--- config.mk ---
export PLATFORM = sky130hd
export DESIGN_NAME = grid_maze_dfs_search_top
export DESIGN_NICKNAME = d
export VERILOG_FILES = /design/src/rtl/gmdfs_pkg.sv /design/src/rtl/grid_maze_dfs_search_top.sv
export SDC_FILE = /design/constraint.sdc
export NUM_CORES = 2
export LEC_CHECK = 0
export ABC_AREA = 1
export BUFFER_PORTS_ARGS = -buffer_cell sky130_fd_sc_hd__buf_4
export CORE_ASPECT_RATIO = 0.9
export CORE_MARGIN = 2
export CORE_UTILIZATION = 57
export CTS_BUF_LIST = sky130_fd_sc_hd__clkbuf_4 sky130_fd_sc_hd__clkbuf_8
export DETAILED_ROUTE_END_ITERATION = 10
export PLACE_DENSITY = 0.77
export SLEW_MARGIN = 30
export SYNTH_ARGS = -nofsm -noshare
export SYNTH_HDL_FRONTEND = slang
export SYNTH_SLANG_ARGS = --single-unit
export TNS_END_PERCENT = 30
--- constraint.sdc ---
create_clock -name clk -period 20.7 [get_ports clk]
set_clock_uncertainty 0.05 [all_clocks]
set_input_delay 3.105 -clock clk [delete_from_list [all_inputs] [get_ports clk]]
set_output_delay 3.105 -clock clk [all_outputs]
set_load 0.01 [all_outputs]
--- src/rtl/gmdfs_pkg.sv ---
// types, codes and control store for the grid maze depth-first search block
// no dependencies; imported by grid_maze_dfs_search_top
`default_nettype none

package gmdfs_pkg;

  // item op codes
  localparam logic [1:0] OP_WRITE  = 2'd0;
  localparam logic [1:0] OP_SEARCH = 2'd1;
  localparam logic [1:0] OP_READ   = 2'd2;
  localparam logic [1:0] OP_CLEAR  = 2'd3;

  // result status codes
  localparam logic [1:0] ST_FOUND  = 2'd0;
  localparam logic [1:0] ST_NOPATH = 2'd1;
  localparam logic [1:0] ST_DONE   = 2'd2;
  localparam logic [1:0] ST_READ   = 2'd3;

  // configuration register indexes
  localparam logic CFG_GOAL_X = 1'b0;
  localparam logic CFG_GOAL_Y = 1'b1;

  // move directions, tried in this order
  localparam logic [1:0] DIR_N = 2'd0;
  localparam logic [1:0] DIR_E = 2'd1;
  localparam logic [1:0] DIR_S = 2'd2;
  localparam logic [1:0] DIR_W = 2'd3;

  typedef logic [4:0] step_t;

  // control store addresses
  localparam step_t S_EMIT      = 5'd0;
  localparam step_t S_IDLE      = 5'd1;
  localparam step_t S_DECODE    = 5'd2;
  localparam step_t S_WR0       = 5'd3;
  localparam step_t S_WR1       = 5'd4;
  localparam step_t S_RD0       = 5'd5;
  localparam step_t S_RD1       = 5'd6;
  localparam step_t S_CLR0      = 5'd7;
  localparam step_t S_CLR1      = 5'd8;
  localparam step_t S_START     = 5'd9;
  localparam step_t S_SEED      = 5'd10;
  localparam step_t S_VISIT     = 5'd11;
  localparam step_t S_PROBE     = 5'd12;
  localparam step_t S_TEST      = 5'd13;
  localparam step_t S_NEXT_DIR  = 5'd14;
  localparam step_t S_POP       = 5'd15;
  localparam step_t S_TOP_RD    = 5'd16;
  localparam step_t S_TOP_LOAD  = 5'd17;
  localparam step_t S_PUSH      = 5'd18;
  localparam step_t S_PUSH_JMP  = 5'd19;
  localparam step_t S_FOUND     = 5'd20;
  localparam step_t S_NOPATH    = 5'd21;
  localparam step_t S_SWEEP     = 5'd22;
  localparam step_t S_SWEEP_END = 5'd23;

  typedef enum logic [4:0] {
    U_NOP        = 5'd0,
    U_EMIT       = 5'd1,
    U_IDLE       = 5'd2,
    U_DECODE     = 5'd3,
    U_WALL_RD    = 5'd4,
    U_WALL_WR    = 5'd5,
    U_STK_RD_IDX = 5'd6,
    U_READ_OUT   = 5'd7,
    U_VIS_SWEEP  = 5'd8,
    U_CLEAR_STK  = 5'd9,
    U_LOAD_START = 5'd10,
    U_SEED       = 5'd11,
    U_VISIT      = 5'd12,
    U_PROBE      = 5'd13,
    U_DIR_INC    = 5'd14,
    U_POP        = 5'd15,
    U_STK_RD_TOP = 5'd16,
    U_LOAD_TOP   = 5'd17,
    U_PUSH       = 5'd18,
    U_SET_FOUND  = 5'd19,
    U_SET_NOPATH = 5'd20,
    U_SWEEP_ALL  = 5'd21
  } uop_t;

  typedef enum logic [3:0] {
    C_NEVER        = 4'd0,
    C_ALWAYS       = 4'd1,
    C_OUT_BUSY     = 4'd2,
    C_NO_ACCEPT    = 4'd3,
    C_DISPATCH     = 4'd4,
    C_NOT_LAST     = 4'd5,
    C_HERE_GOAL    = 4'd6,
    C_CAN_MOVE     = 4'd7,
    C_NOT_LAST_DIR = 4'd8,
    C_COUNT_ZERO   = 4'd9,
    C_STACK_FULL   = 4'd10
  } cond_t;

  typedef struct packed {
    uop_t  uop;
    cond_t cond;
    step_t target;
  } ctrl_word_t;

  // control store: cond jumps to target (dispatch: op routine), else step+1
  function automatic ctrl_word_t ucode(step_t s);
    ctrl_word_t w;
    unique case (s)
      S_EMIT:      w = '{U_EMIT,       C_OUT_BUSY,     S_EMIT};
      S_IDLE:      w = '{U_IDLE,       C_NO_ACCEPT,    S_IDLE};
      S_DECODE:    w = '{U_DECODE,     C_DISPATCH,     S_IDLE};
      S_WR0:       w = '{U_WALL_RD,    C_NEVER,        S_IDLE};
      S_WR1:       w = '{U_WALL_WR,    C_ALWAYS,       S_EMIT};
      S_RD0:       w = '{U_STK_RD_IDX, C_NEVER,        S_IDLE};
      S_RD1:       w = '{U_READ_OUT,   C_ALWAYS,       S_EMIT};
      S_CLR0:      w = '{U_VIS_SWEEP,  C_NOT_LAST,     S_CLR0};
      S_CLR1:      w = '{U_CLEAR_STK,  C_ALWAYS,       S_EMIT};
      S_START:     w = '{U_LOAD_START, C_NEVER,        S_IDLE};
      S_SEED:      w = '{U_SEED,       C_HERE_GOAL,    S_FOUND};
      S_VISIT:     w = '{U_VISIT,      C_HERE_GOAL,    S_FOUND};
      S_PROBE:     w = '{U_PROBE,      C_NEVER,        S_IDLE};
      S_TEST:      w = '{U_NOP,        C_CAN_MOVE,     S_PUSH};
      S_NEXT_DIR:  w = '{U_DIR_INC,    C_NOT_LAST_DIR, S_PROBE};
      S_POP:       w = '{U_POP,        C_NEVER,        S_IDLE};
      S_TOP_RD:    w = '{U_STK_RD_TOP, C_COUNT_ZERO,   S_NOPATH};
      S_TOP_LOAD:  w = '{U_LOAD_TOP,   C_ALWAYS,       S_VISIT};
      S_PUSH:      w = '{U_PUSH,       C_STACK_FULL,   S_NOPATH};
      S_PUSH_JMP:  w = '{U_NOP,        C_ALWAYS,       S_VISIT};
      S_FOUND:     w = '{U_SET_FOUND,  C_ALWAYS,       S_EMIT};
      S_NOPATH:    w = '{U_SET_NOPATH, C_ALWAYS,       S_EMIT};
      S_SWEEP:     w = '{U_SWEEP_ALL,  C_NOT_LAST,     S_SWEEP};
      S_SWEEP_END: w = '{U_NOP,        C_ALWAYS,       S_IDLE};
      default:     w = '{U_NOP,        C_ALWAYS,       S_IDLE};
    endcase
    return w;
  endfunction

  // first step of each op's routine
  function automatic step_t dispatch(logic [1:0] op);
    step_t s;
    unique case (op)
      OP_WRITE:  s = S_WR0;
      OP_SEARCH: s = S_START;
      OP_READ:   s = S_RD0;
      OP_CLEAR:  s = S_CLR0;
      default:   s = S_IDLE;
    endcase
    return s;
  endfunction

endpackage

`default_nettype wire

--- src/rtl/grid_maze_dfs_search_top.sv ---
// grid maze depth-first search: microcoded sequencer, wall/visited/stack memories
// depends on gmdfs_pkg (types, control store, codes)
`default_nettype none

// Depth-first maze search on a 16x16 cell grid. One item is worked at a time; a
// result sits in an output register, so the next item is taken while it waits.
// Write walls reads the cell's wall entry and writes it back with the new bits
// ORed in; read path entry reads the stack and loads the result; clear sweeps the
// visited map, one visited entry per cycle, then empties the stack. A search loads
// and seeds the start, then for every cell the walk stands on visits it, probes each
// direction in turn and either takes and pushes a move or pops back to the cell
// below it on the stack; it reports found at the goal and no path when the walk
// ends on an empty or a full stack. After reset a sweep clears the wall and
// visited maps before the first item is taken. Moves stay within columns and rows
// 0..MAZE_DIM-1 (at most 15); the user must write goal_x and goal_y only while
// no item is in flight, as the block itself does not enforce it.
module grid_maze_dfs_search_top
  import gmdfs_pkg::*;
#(
  parameter int MAZE_DIM = 16
) (
  input  wire logic        clk,
  input  wire logic        rst,
  input  wire logic        s_tvalid,
  output logic             s_tready,
  // op[1:0], cell_x[5:2], cell_y[9:6], wall_bits[13:10], path_index[21:14], zero fill
  input  wire logic [23:0] s_tdata,
  output logic             m_tvalid,
  input  wire logic        m_tready,
  // status[1:0], path_len[10:2], out_x[14:11], out_y[18:15], zero fill
  output logic      [23:0] m_tdata,
  input  wire logic        cfg_we,
  input  wire logic        cfg_addr,
  input  wire logic [3:0]  cfg_wdata
);

  localparam int CMAX_I = ((MAZE_DIM - 1) > 15) ? 15 : (MAZE_DIM - 1);
  localparam logic [4:0] COORD_MAX = 5'(CMAX_I);
  localparam logic [8:0] STACK_DEPTH = 9'd256;

  // sequencer
  step_t      step;
  step_t      step_next;
  ctrl_word_t cw;
  logic       jump;

  // registers
  logic [3:0] goal_x;
  logic [3:0] goal_y;
  logic [8:0] stack_count;
  logic [7:0] sweep_addr;
  logic [7:0] current_cell;
  logic [1:0] dir;
  logic [7:0] here;
  logic [7:0] nb;
  logic       ok;
  logic [1:0] in_op;
  logic [3:0] in_x;
  logic [3:0] in_y;
  logic [3:0] in_walls;
  logic [7:0] in_idx;
  logic [1:0] res_status;
  logic [3:0] res_x;
  logic [3:0] res_y;
  logic       out_valid;
  logic [1:0] out_status;
  logic [8:0] out_len;
  logic [3:0] out_x;
  logic [3:0] out_y;

  // memories
  logic [3:0] wall_mem  [256];
  logic       vis_mem   [256];
  logic [7:0] stack_mem [256];
  logic [3:0] wall_rd;
  logic       vis_rd;
  logic [7:0] stk_rd;

  logic       wall_we, wall_re;
  logic [7:0] wall_waddr, wall_raddr;
  logic [3:0] wall_wdata;
  logic       vis_we, vis_re, vis_wdata;
  logic [7:0] vis_waddr;
  logic       stk_we, stk_re;
  logic [7:0] stk_waddr, stk_raddr;
  logic [7:0] stk_wdata;

  // datapath helpers
  logic       accept;
  logic       here_goal;
  logic       stack_full;
  logic       seed_en;
  logic       emit_en;
  logic [8:0] top_count;
  logic [4:0] px, py;
  logic [4:0] nx, ny;
  logic       wall_bit;
  logic [7:0] nb_cell;
  logic       move_ok;

  assign cw         = ucode(step);
  assign s_tready   = (cw.uop == U_IDLE);
  assign accept     = s_tvalid && s_tready;
  assign here_goal  = (here == {goal_y, goal_x});
  assign stack_full = (stack_count >= STACK_DEPTH);
  assign seed_en    = (stack_count == 9'd0) && !here_goal;
  assign emit_en    = !out_valid || m_tready;
  assign top_count  = stack_count - 9'd1;

  assign m_tvalid = out_valid;
  assign m_tdata  = {5'd0, out_y, out_x, out_len, out_status};

  // neighbor of the current cell in the direction under test
  assign px = {1'b0, here[3:0]};
  assign py = {1'b0, here[7:4]};

  always_comb begin
    nx       = px;
    ny       = py;
    wall_bit = wall_rd[0];
    case (dir)
      DIR_N: begin ny = py + 5'd1; wall_bit = wall_rd[0]; end
      DIR_E: begin nx = px + 5'd1; wall_bit = wall_rd[1]; end
      DIR_S: begin ny = py - 5'd1; wall_bit = wall_rd[2]; end
      DIR_W: begin nx = px - 5'd1; wall_bit = wall_rd[3]; end
      default: begin nx = px; ny = py; wall_bit = 1'b1; end
    endcase
  end

  // stepping below zero wraps to 31, which also fails the bound check
  assign move_ok = (nx <= COORD_MAX) && (ny <= COORD_MAX) && !wall_bit;
  assign nb_cell = {ny[3:0], nx[3:0]};

  // jump condition
  always_comb begin
    unique case (cw.cond)
      C_NEVER:        jump = 1'b0;
      C_ALWAYS:       jump = 1'b1;
      C_OUT_BUSY:     jump = out_valid && !m_tready;
      C_NO_ACCEPT:    jump = !accept;
      C_DISPATCH:     jump = 1'b1;
      C_NOT_LAST:     jump = (sweep_addr != 8'hff);
      C_HERE_GOAL:    jump = here_goal;
      C_CAN_MOVE:     jump = ok && !vis_rd;
      C_NOT_LAST_DIR: jump = (dir != DIR_W);
      C_COUNT_ZERO:   jump = (stack_count == 9'd0);
      C_STACK_FULL:   jump = stack_full;
      default:        jump = 1'b0;
    endcase
  end

  always_comb begin
    if (!jump) begin
      step_next = step + 5'd1;
    end else if (cw.cond == C_DISPATCH) begin
      step_next = dispatch(in_op);
    end else begin
      step_next = cw.target;
    end
  end

  // memory port control
  always_comb begin
    wall_we    = 1'b0;
    wall_waddr = sweep_addr;
    wall_wdata = 4'd0;
    wall_re    = 1'b0;
    wall_raddr = here;
    vis_we     = 1'b0;
    vis_waddr  = sweep_addr;
    vis_wdata  = 1'b0;
    vis_re     = 1'b0;
    stk_we     = 1'b0;
    stk_waddr  = stack_count[7:0];
    stk_wdata  = nb;
    stk_re     = 1'b0;
    stk_raddr  = in_idx;
    unique case (cw.uop)
      U_WALL_RD: begin
        wall_re    = 1'b1;
        wall_raddr = {in_y, in_x};
      end
      U_WALL_WR: begin
        wall_we    = 1'b1;
        wall_waddr = {in_y, in_x};
        wall_wdata = wall_rd | in_walls;
      end
      U_SWEEP_ALL: begin
        wall_we = 1'b1;
        vis_we  = 1'b1;
      end
      U_VIS_SWEEP: begin
        vis_we = 1'b1;
      end
      U_VISIT: begin
        wall_re   = 1'b1;
        vis_we    = !here_goal;
        vis_waddr = here;
        vis_wdata = 1'b1;
      end
      U_PROBE: begin
        vis_re = 1'b1;
      end
      U_SEED: begin
        stk_we    = seed_en;
        stk_waddr = 8'd0;
        stk_wdata = here;
      end
      U_PUSH: begin
        stk_we = !stack_full;
      end
      U_STK_RD_IDX: begin
        stk_re = 1'b1;
      end
      U_STK_RD_TOP: begin
        stk_re    = 1'b1;
        stk_raddr = top_count[7:0];
      end
      default: begin
      end
    endcase
  end

  always_ff @(posedge clk) begin
    if (wall_we) wall_mem[wall_waddr] <= wall_wdata;
    if (wall_re) wall_rd <= wall_mem[wall_raddr];
  end

  always_ff @(posedge clk) begin
    if (vis_we) vis_mem[vis_waddr] <= vis_wdata;
    if (vis_re) vis_rd <= vis_mem[nb_cell];
  end

  always_ff @(posedge clk) begin
    if (stk_we) stack_mem[stk_waddr] <= stk_wdata;
    if (stk_re) stk_rd <= stack_mem[stk_raddr];
  end

  // control state
  always_ff @(posedge clk) begin
    if (rst) begin
      step         <= S_SWEEP;
      goal_x       <= 4'd7;
      goal_y       <= 4'd7;
      stack_count  <= 9'd0;
      sweep_addr   <= 8'd0;
      current_cell <= 8'd0;
      dir          <= DIR_N;
      out_valid    <= 1'b0;
    end else begin
      step <= step_next;
      if (cfg_we) begin
        case (cfg_addr)
          CFG_GOAL_X: goal_x <= cfg_wdata;
          CFG_GOAL_Y: goal_y <= cfg_wdata;
          default: begin
          end
        endcase
      end
      if (cw.uop == U_EMIT && emit_en) begin
        out_valid <= 1'b1;
      end else if (m_tready) begin
        out_valid <= 1'b0;
      end
      unique case (cw.uop) inside
        U_IDLE:                   sweep_addr <= 8'd0;
        U_VIS_SWEEP, U_SWEEP_ALL: sweep_addr <= sweep_addr + 8'd1;
        U_CLEAR_STK:              stack_count <= 9'd0;
        U_SEED: begin
          if (seed_en) stack_count <= 9'd1;
        end
        U_VISIT: begin
          current_cell <= here;
          dir          <= DIR_N;
        end
        U_DIR_INC: dir <= dir + 2'd1;
        U_POP: begin
          if (stack_count != 9'd0) stack_count <= stack_count - 9'd1;
        end
        U_PUSH: begin
          if (!stack_full) stack_count <= stack_count + 9'd1;
        end
        U_SET_FOUND: current_cell <= here;
        default: begin
        end
      endcase
    end
  end

  // payload
  always_ff @(posedge clk) begin
    if (cw.uop == U_IDLE && accept) begin
      in_op    <= s_tdata[1:0];
      in_x     <= s_tdata[5:2];
      in_y     <= s_tdata[9:6];
      in_walls <= s_tdata[13:10];
      in_idx   <= s_tdata[21:14];
    end
    if (cw.uop == U_EMIT && emit_en) begin
      out_status <= res_status;
      out_len    <= stack_count;
      out_x      <= res_x;
      out_y      <= res_y;
    end
    unique case (cw.uop)
      U_DECODE: begin
        res_x <= 4'd0;
        res_y <= 4'd0;
      end
      U_WALL_WR:    res_status <= ST_DONE;
      U_CLEAR_STK:  res_status <= ST_DONE;
      U_READ_OUT: begin
        res_status <= ST_READ;
        if ({1'b0, in_idx} < stack_count) begin
          res_x <= stk_rd[3:0];
          res_y <= stk_rd[7:4];
        end
      end
      U_LOAD_START: here <= {in_y, in_x};
      U_LOAD_TOP:   here <= stk_rd;
      U_PROBE: begin
        nb <= nb_cell;
        ok <= move_ok;
      end
      U_PUSH: begin
        if (!stack_full) here <= nb;
      end
      U_SET_FOUND:  res_status <= ST_FOUND;
      U_SET_NOPATH: res_status <= ST_NOPATH;
      default: begin
      end
    endcase
  end

  // checks
  a_count_bound: assert property (@(posedge clk) disable iff (rst)
    stack_count <= STACK_DEPTH)
    else $error("path stack count beyond depth");

  a_one_item: assert property (@(posedge clk) disable iff (rst)
    accept |=> !s_tready)
    else $error("second item taken while one is in work");

  a_walk_stack: assert property (@(posedge clk) disable iff (rst)
    (step == S_VISIT) |-> (stack_count != 9'd0))
    else $error("walk visits a cell with an empty stack");

  a_found_goal: assert property (@(posedge clk) disable iff (rst)
    (step == S_FOUND) |=> (current_cell == {goal_y, goal_x}))
    else $error("found reported away from the goal cell");

endmodule

`default_nettype wire
==> out/results.txt <==
Result of the run: finished, violations left
Violations in the final reports: DRC
Critical-path cell list: nor2_4 > nand3_4 > nand2_2 > nand2_4 > buf_4 > buf_4 > buf_6 > o21ai_0 > nand2_1 > nand3_1 > nand3_1 > nand3_1 > nand3_1 > nand3_1 > nand3_1 > nand2_1
DRC viols: 4
Number of cells on the worst hold path: 2
Avg Cell Area, Syn: 10.2 um2
Critical Setup Path Class: flop to flop
Residual antenna-violating net count after detailed routing: 0
Number of setup violations in the final report: 0
Number of enable flip-flop cells after synthesis: 3409
Sequential area share after synthesis: 0.682
Type of element launching the critical path: flop
# fillers: 20116
CP Max Fanout: 96
Drt pass-1 iters: 11
Worst-Skew Late Latency: 1.05 ns
GP Congestion: 0.933
Layout cell share with drive strength beyond 1: 0.0752
GR met2 Demand/Resource: 0.424
Via count of the routed design: 105466
Met1 demand-to-capacity share in global routing: 0.382
Number of buffers added for setup after CTS: 0
Count of pins over their slew limit: 0
Number of antenna violations at the first check in global routing: 9
Static leakage: 65.7 nW
Number of gates resized after cts: 0
Total CTS buffers: 546
Grt ovf: 0
Gate family responsible for the most delay along the worst path: simple AND/OR/NAND/NOR gates
Portion of synthesized cell area occupied by the leading cell type: 0.676
Worst Hold Path EP: goal_x[1]
Primary flip-flop cell chosen by synthesis mapping: sky130_fd_sc_hd__edfxtp_1
Post-synthesis register bit count: 3456
Standard cell core area: 0.264 mm2
Path class of the lowest-slack min-delay path: flop to flop
Tot GR Track Use: 0.277
Fin area: 0.165 mm2
Row Count: 179
Most repeated cell in the gate-level netlist after synthesis: sky130_fd_sc_hd__nand2_1
Finished Layout Cells: 18642
FF-to-FF setup slack: 14.54 ns
Category of the worst setup path capture point: flop
Worst path max stage delay: 0.88 ns
CTS H-Tree Depth: 6
Crit-path slowest cell: sky130_fd_sc_hd__buf_4
Total Neg Setup Slack: 0 ns
CTS clk-pin slew, worst paths: 0.06 ns
Arrival time at the worst endpoint: 6.87 ns
Largest net degree at the start of global routing: 229
First-pass GRT wire length: 574 mm
Synth unique cells: 50
Most congested layer reported by global routing: met2
Count of buffer and inverter cells on the critical path: 3
Max-cap violations: 0
Transition time of the tightest slew-check pin: 1.07 ns
Rel. slew slack: 0.284
Number of vias per cell: 5.66
Launch point of the worst hold path: goal_x[1]
Data required time at the worst endpoint: 21.41 ns
Power per standard cell area: 118 mW/mm2
Top cells by area in the synthesized netlist: sky130_fd_sc_hd__edfxtp_1 68%, sky130_fd_sc_hd__nand2_1 11%, sky130_fd_sc_hd__nand3_1 8.2%
Vias in the first global route: 99465
Die Outline Area: 0.270 mm2
Number of nets in the finished design: 14794
Number of warnings reported in the yosys synthesis log: 0
Netlist Area Pre-Place: 0.151 mm2
Total instance count after detailed placement: 17700
Area delta synth->final: 8.87%
Initial Util: 0.573
Fraction of registers with async set or reset after synthesis: 0
Horizontal die dimension: 547 um
Violation count after the first detailed-route iteration: 14286
Met3 Resource Use GR: 0.0596
Post-synthesis instance total: 14804
Achievable Freq: 0.162 GHz
Logic depth of the worst register-to-register path: 16
Leading cell types by count after synthesis: 4336 x sky130_fd_sc_hd__nand2_1, 3409 x sky130_fd_sc_hd__edfxtp_1, 2494 x sky130_fd_sc_hd__nand3_1
Port Buffer Count: 52
Cell taking the most area after synthesis: sky130_fd_sc_hd__edfxtp_1
Die Y-Extent: 493 um
Routed WL: 382 mm
Cell at the root of the clock tree: sky130_fd_sc_hd__clkbuf_8
Hold violation total from the final report: 0
Most frequent cell on the critical path: sky130_fd_sc_hd__nand3_1
Placed Area: 0.154 mm2
Placed wire-length estimate: 209 mm
Period utilisation layout: 0.297
Max Buffers Root-to-Sink: 4
Worst flop-to-flop path startpoint: cw[10]
Final critical path time including I/O delays and setup: 6.16 ns
Clock Sinks: 3456
Clock tree from TritonCTS: built
Area of the multi-input gates: 0.0372 mm2
Setup repair after global routing missed its margin: no
Area used by sequential logic in the layout: 0.103 mm2
Peak ir drop on the vdd network: 0.000144 V
Fraction of the core area covered by cells at the end of the flow: 0.624
Average detailed-routed wire length per instance: 20.5 um
Count of hold-fix buffers inserted at cts: 0
R2r endpoint: stk_rd[2]
Count of boundary I/O pins: 60
cells by family after synthesis:
logic type / after synthesis / share of synthesized area
and+or+nand+nor: 7937 / 0.219
AOI/OAI and AO/OA: 518 / 0.0195
adders and majority gates: 35 / 0.00299
xor gates and xnor gates: 17 / 0.000983
buffers and inverters: 2840 / 0.0751
other: 1 / 0.0000248
DFF: 3456 / 0.682
worst max-delay path by stage:
stage | start | end | slack (ns) | depth (start not counted)
after floorplan | cw[13] | stack_mem[0][6] | 7.42 | 7
after global placement | m_tready | cw[0] | 14.40 | 18
after detailed placement | m_tready | cw[0] | 14.36 | 18
after CTS | cw[10] | stk_rd[4] | 14.47 | 16
after global routing | cw[10] | stk_rd[2] | 14.30 | 16
final | cw[10] | stk_rd[2] | 14.54 | 16
power breakdown:
group / internal (W) / switching [W]
sequential: 0.00787 / 0.0000734
combinational: 0.00152 / 0.00435
clock: 0.00299 / 0.00264
worst register-to-register path: stages (launching register included):
cell and delay [ns]:
sky130_fd_sc_hd__dfxtp_1 0.56, sky130_fd_sc_hd__nor2_4 0.13, sky130_fd_sc_hd__nand3_4 0.22, sky130_fd_sc_hd__nand2_2 0.15, sky130_fd_sc_hd__nand2_4 0.62, sky130_fd_sc_hd__buf_4 0.96, sky130_fd_sc_hd__buf_4 0.90, sky130_fd_sc_hd__buf_6 0.75
sky130_fd_sc_hd__o21ai_0 0.27, sky130_fd_sc_hd__nand2_1 0.09, sky130_fd_sc_hd__nand3_1 0.09, sky130_fd_sc_hd__nand3_1 0.17, sky130_fd_sc_hd__nand3_1 0.13, sky130_fd_sc_hd__nand3_1 0.29, sky130_fd_sc_hd__nand3_1 0.23, sky130_fd_sc_hd__nand3_1 0.24
sky130_fd_sc_hd__nand2_1 0.08
placed cells by master (no fill, tap or decap), drive strengths merged, types with 77 or more instances in the layout:
cell type	Yosys	routed
buf	552	209
clkbuf	288	753
clkinv	3	136
edfxtp	3409	3409
inv	1997	2015
nand2	4338	4338
nand3	2505	2505
nor2	1026	1026
o211ai	77	77
o21ai	331	331
through the flow:
stage | setup slack [ns] | hold slack, ns | power (W)
floorplan | 7.42 | 0.350 | 0.0121
detailed placement | 14.36 | 0.418 | 0.0138
global placement | 14.40 | 0.415 | 0.0137
finish | 14.54 | 0.431 | 0.0194
CTS | 14.47 | 0.434 | 0.0193
global route | 14.30 | 0.467 | 0.0202
registers in the layout, summed over array words and instances (netlist names), 4 cells and up:
name / cells
stack_mem: 2048
wall_mem: 1024
vis_mem: 256
cw: 14
out_len: 9
stack_count: 9
here: 8
in_idx: 8
nb: 8
stk_rd: 8
sweep_addr: 8
step: 5
goal_x: 4
goal_y: 4
in_walls: 4
in_x: 4
in_y: 4
out_x: 4
out_y: 4
res_x: 4
res_y: 4
wall_rd: 4
layer usage:
metal	wire, um	part of all wire
met1	146000	0.38
met2	171000	0.45
met3	46800	0.12
met4	17900	0.047
met5	35	0.000092
final cells by class:
class | count | area share
Multi-Input combinational cell | 8512 | 0.226
Clock buffer | 753 | 0.0557
Timing Repair Buffer | 209 | 0.0124
Inverter | 2000 | 0.0456
Clock inverter | 174 | 0.00720
Tap cell | 3529 | 0.0268
Sequential cell | 3456 | 0.626
Antenna cell | 9 | 0.000137
Power figures use the tool's default switching activity.
